File: config.mk
export PLATFORM = sky130hd
export DESIGN_NAME = bba_busy_ram
export DESIGN_NICKNAME = d
export VERILOG_FILES = /design/src/rtl/buddy_block_allocator_macros.svh /design/src/rtl/bba_busy_ram.sv
export SDC_FILE = /design/constraint.sdc
export NUM_CORES = 2
export LEC_CHECK = 0
export BUFFER_PORTS_ARGS = -buffer_cell sky130_fd_sc_hd__buf_2
export CAP_MARGIN = 20
export CORE_ASPECT_RATIO = 2
export CORE_MARGIN = 3
export CORE_UTILIZATION = 57
export CTS_CLUSTER_DIAMETER = 80
export CTS_CLUSTER_SIZE = 12
export DETAILED_ROUTE_END_ITERATION = 8
export HOLD_SLACK_MARGIN = 0.06
export PLACE_DENSITY = 0.82
export SKIP_CTS_REPAIR_TIMING = 1
export SLEW_MARGIN = 20
export SYNTH_ARGS = -nofsm -noshare
export SYNTH_HDL_FRONTEND = slang
export SYNTH_SLANG_ARGS = --single-unit
File: constraint.sdc
create_clock -name clock -period 4.48 [get_ports clock]
set_input_delay 1.344 -clock clock [delete_from_list [all_inputs] [get_ports clock]]
set_output_delay 1.344 -clock clock [all_outputs]
set_load 0.05 [all_outputs]
File: src/rtl/buddy_block_allocator_macros.svh
// Assertion helpers for the buddy block allocator.
`ifndef BUDDY_BLOCK_ALLOCATOR_MACROS_SVH
`define BUDDY_BLOCK_ALLOCATOR_MACROS_SVH

// Checks a property on every rising clock edge outside reset.
`define BBA_CHECK(label, clk, rst, prop, msg) \
   label: assert property (@(posedge clk) disable iff (rst) prop) else $error(msg);

// Checks that a condition always implies a consequence in the same cycle.
`define BBA_IMPLIES(label, clk, rst, cond, cons, msg) \
   label: assert property (@(posedge clk) disable iff (rst) (cond) |-> (cons)) \
      else $error(msg);

`endif

File: src/rtl/bba_busy_ram.sv
// One busy flag per block, single write port and one registered read port.
module bba_busy_ram #(
   parameter int DEPTH_BITS = 11
) (
   input  logic                  clock,
   input  logic                  wr_en,
   input  logic [DEPTH_BITS-1:0] wr_addr,
   input  logic                  wr_data,
   input  logic [DEPTH_BITS-1:0] rd_addr,
   output logic                  rd_data
);

   logic mem [2**DEPTH_BITS];
   logic rd_data_ff;

   always_ff @(posedge clock) begin
      if (wr_en) begin
         mem[wr_addr] <= wr_data;
      end
      rd_data_ff <= mem[rd_addr];
   end

   assign rd_data = rd_data_ff;

endmodule

==> key figures <==
Routing
  – DRC violations left: 0
  – Via-per-instance ratio: 7.060
  – First DRT Iteration DRCs: about 11,000
  – Number of vias in the routed layout: approximately 59,000
  – First drt pass iteration count: 8
  – Number of nets still failing antenna checks after routing: 0
  – Drt wl/cell: 33.73 µm
  – Total length of routed wires: between 200 and 300 mm

GRT
  – Largest net degree at the start of global routing: 197
  – Overall overflow remaining after global route: 0
  – Initial antenna violation count: 24
  – Total global-route track usage: 0.3513
  – Number of global-route vias before repair: 59,880
  – Global-route wire length before repair: 407.0 mm

Synthesis
  – Total nets after synthesis: approximately 6,300
  – Syn_area_per_cell: around 14 µm²
  – Number of distinct standard cells referenced by the synthesized netlist: 66
  – Multiplexer share of the synthesized area: 0.1348
  – Fraction of registers with async set or reset after synthesis: 0
  – XOR/XNOR Fraction of Synth Area: 0
  – Seq/Total Area, Yosys: 0.6886
  – Leading cell types by total area after synthesis: edfxtp_1 69%, nor2_1 8.8%, mux4_2 8.7%
  – Adder-Cell Fraction of Synth Area: 0
  – Dominant combinational cell family by area after synthesis: multiplexers
  – Leading register cell type out of synthesis: edfxtp_1
  – Post-synthesis cell type with the largest combined area: edfxtp_1
  – Synthesized instance count: 6,243
  – Count of synthesis-stage warnings from yosys: 0
  – Post-synth EDFFs: ~2,000
  – Simple-gate share of the synthesized area: 0.1083
  – Post-synthesis cell area: between 80,000 and 90,000 µm²
  – Share of the synthesized area in compound gates (AO/OA/AOI/OAI): 0.03215
  – Post-synth top area share: 0.6883
  – Number of synthesized register bits: between 2,000 and 2,500

Die
  – Floorplan die area: about 160,000 µm²
  – Width of the die: 286.0 µm
  – Initial core utilization: 0.5757
  – Number of placement rows: between 200 and 250
  – Placeable core region: 155,200 µm²
  – Vertical die dimension: roughly 570 µm
  – Boundary Pins: 26

CTS
  – Clk root buf: clkbuf_16
  – Maximum number of buffers from clock root to sink: 4
  – Number of buffers inserted during clock tree synthesis: ~200
  – Clock transition time at the flip-flop clock pins of the worst setup and hold paths: around 0.06 ns
  – Clk_lat worst skew: 0.85 ns
  – Sinks on the clock net: a little over 2,000
  – CTS tree: done
  – H-tree levels: 4

Final layout
  – Count of non-filler cells in the finished layout: 8,372
  – Area delta synth->final: 10.51%
  – Total of fill cells in the finished design: between 10,000 and 15,000
  – Fraction of layout cells with a size suffix above 1: 0.1694
  – Nets: between 6,000 and 7,000

STA
  – Total negative slack: 0 ns
  – Number of setup violations in the final report: 0
  – Final Max Slew Viols: 0
  – Upper clock frequency limit: between 200 and 250 MHz
  – Hold Fails Final Rpt: 0
  – RSZ-0062 raised after global routing: no
  – Crit path time final: roughly 4.3 ns
  – Worst clock skew on the final layout: between 0.04 and 0.05 ns
  – Final worst-path cycle share: 0.9574
  – Relative slew margins: 0.07775
  – Transition at the pin with the smallest max-transition slack: around 1.4 ns

Critical path
  – Category of the worst setup path capture point: register
  – Maximum cell stage delay along the critical path: 0.71 ns
  – Library cell contributing the largest single delay on the critical path: nor4_2
  – Crit path kind: in -> reg
  – Required time at the worst-slack endpoint: roughly 5.3 ns
  – CP Cell Sequence: buf_8, nand2_4, buf_12, o221ai_1, a21oi_1, nor4_2, nand3_1, a2111oi_2, nand4_1, or3_1, nand4_1
  – Levels on crit path: 11
  – Cell seen most often among critical-path stages: nand4_1
  – Cell family with the largest share of critical-path delay: simple AND/OR/NAND/NOR gates
  – Peak fanout along the critical path: 21
  – Depth of the worst register-to-register path: 9
  – WP buf/inv: 2
  – Data arrival time at the worst-slack endpoint: between 5 and 6 ns
  – Type of origin of the critical path: primary input

Placement
  – Number of instances in the placed design: slightly above 8,000
  – Dpl hpwl: 160.7 mm
  – Port-buffer cells: 25
  – RePlAce Congestion: slightly below 1

Run status
  – Status: finished, final reports clean

Worst hold path
  – Hold Path Stages: 1
  – Worst hold path type: in -> reg

Power
  – Worst supply voltage drop on vdd: approximately 0.31 mV
  – LEAKAGE: roughly 0.030 µW
  – Power Dens Cells: a little under 400 nW/µm²

Run
  – Maximum capacitance violations: 0
## worst register-to-register path: cells and delay by family, from the launching register on
| kind | cells | cell delay, ns |
|---|---|---|
| simple gates | 5 | 1.58 |
| compound gates | 3 | 1.33 |
| flops | 1 | 0.35 |
| mux | 1 | 0.08 |
## final cells by class
class,count,area (µm²),share of cell area
flip-flops and latches,2049,61520,0.6231
multi-input cells,3574,25110,0.2543
clock buffers,209,4996,0.05060
repair buffers,448,4400,0.04457
well taps,2060,2577,0.02611
diodes,21,52.55,0.0005323
clock inverters,5,47.55,0.0004816
inverters,6,30.03,0.0003041
## through the flow
stage | utilization | total power, µW | hold WS, ns | setup slack, ns | cell area, µm²
after CTS | 0.6352 | 37720 | 1.036 | 0.3591 | 98580
after detailed placement | 0.6027 | 23640 | 1.098 | -0.4263 | 93540
after global placement | 0.6027 | 23600 | 1.114 | -0.5696 | 93540
after floorplan | - | 22660 | 0.9831 | 0.9093 | 89350
after global routing | 0.6359 | 38530 | 1.020 | 0.2757 | 98680
final | 0.6362 | 37910 | 1.008 | 0.1907 | 98730
## layout by cell type, fill, tap and decap left out, types with 23 or more instances in the layout
cell / synthesis / layout
clkbuf_16: 0 / 198
nand3_4: 0 / 32
mux4_2: 345 / 345
buf_4: 15 / 340
o21ai_0: 45 / 44
nor2_1: 2100 / 2099
nor3_1: 58 / 56
o221ai_1: 117 / 117
mux2i_1: 306 / 306
nand3_1: 65 / 33
buf_12: 7 / 84
a22oi_1: 23 / 23
nand2_1: 164 / 153
mux4_1: 44 / 44
a21oi_1: 78 / 76
o22ai_1: 70 / 69
edfxtp_1: 2048 / 2048
## flip-flops by register name (all words and copies together) (netlist names)
signal,flops
mem,2048
rd_data,1
## worst paths after layout
path	slack (ns)	end	from
worst max-delay path	0.19	rd_data	rd_addr[1]
worst min-delay path	1.01	mem[1629]	wr_data
worst max register to register	1.10	rd_data	mem[156]
worst min register to register	1.11	rd_data	mem[970]
## cell usage after synthesis, drive strengths merged, types with 6 or more instances
cell / n
buf: 224
nor2b: 9
a211oi: 6
nor2: 2100
nor3b: 10
nand3: 65
o221ai: 118
and3b: 7
edfxtp: 2048
nand4: 15
nor4: 16
clkbuf: 390
o21ai: 46
mux2i: 306
a22oi: 23
nor3: 58
nand2: 164
mux4: 389
a2111oi: 19
a21oi: 78
o22ai: 70
and2: 6
a31oi: 8
## power breakdown
group	switching, µW	total, µW	leakage, µW	internal (µW)
Clock	6750	14500	0.00248	7790
Sequential	5.18	21100	0.0184	21100
Combinational	1520	2280	0.00905	753
Total	8280	37900	0.0299	29600
## routing by layer
| layer | track usage | wire, µm | share of wire |
|---|---|---|---|
| met3 | 0.1110 | 41570 | 0.15 |
| met5 | 0 | 132 | 0.00047 |
| met4 | 0.3248 | 34130 | 0.12 |
| met1 | 0.3845 | 75860 | 0.27 |
| met2 | 0.5430 | 130700 | 0.46 |
## cells by family (layout without fill, tap and decap cells)
group | after synthesis | count (layout)
AOI/OAI and AO/OA | 406 | 406
other | 0 | 21
muxes | 700 | 700
and+or+nand+nor | 2468 | 2468
DFF | 2049 | 2049
buffers and inverters | 620 | 668
(Power assumes the default switching activity.)
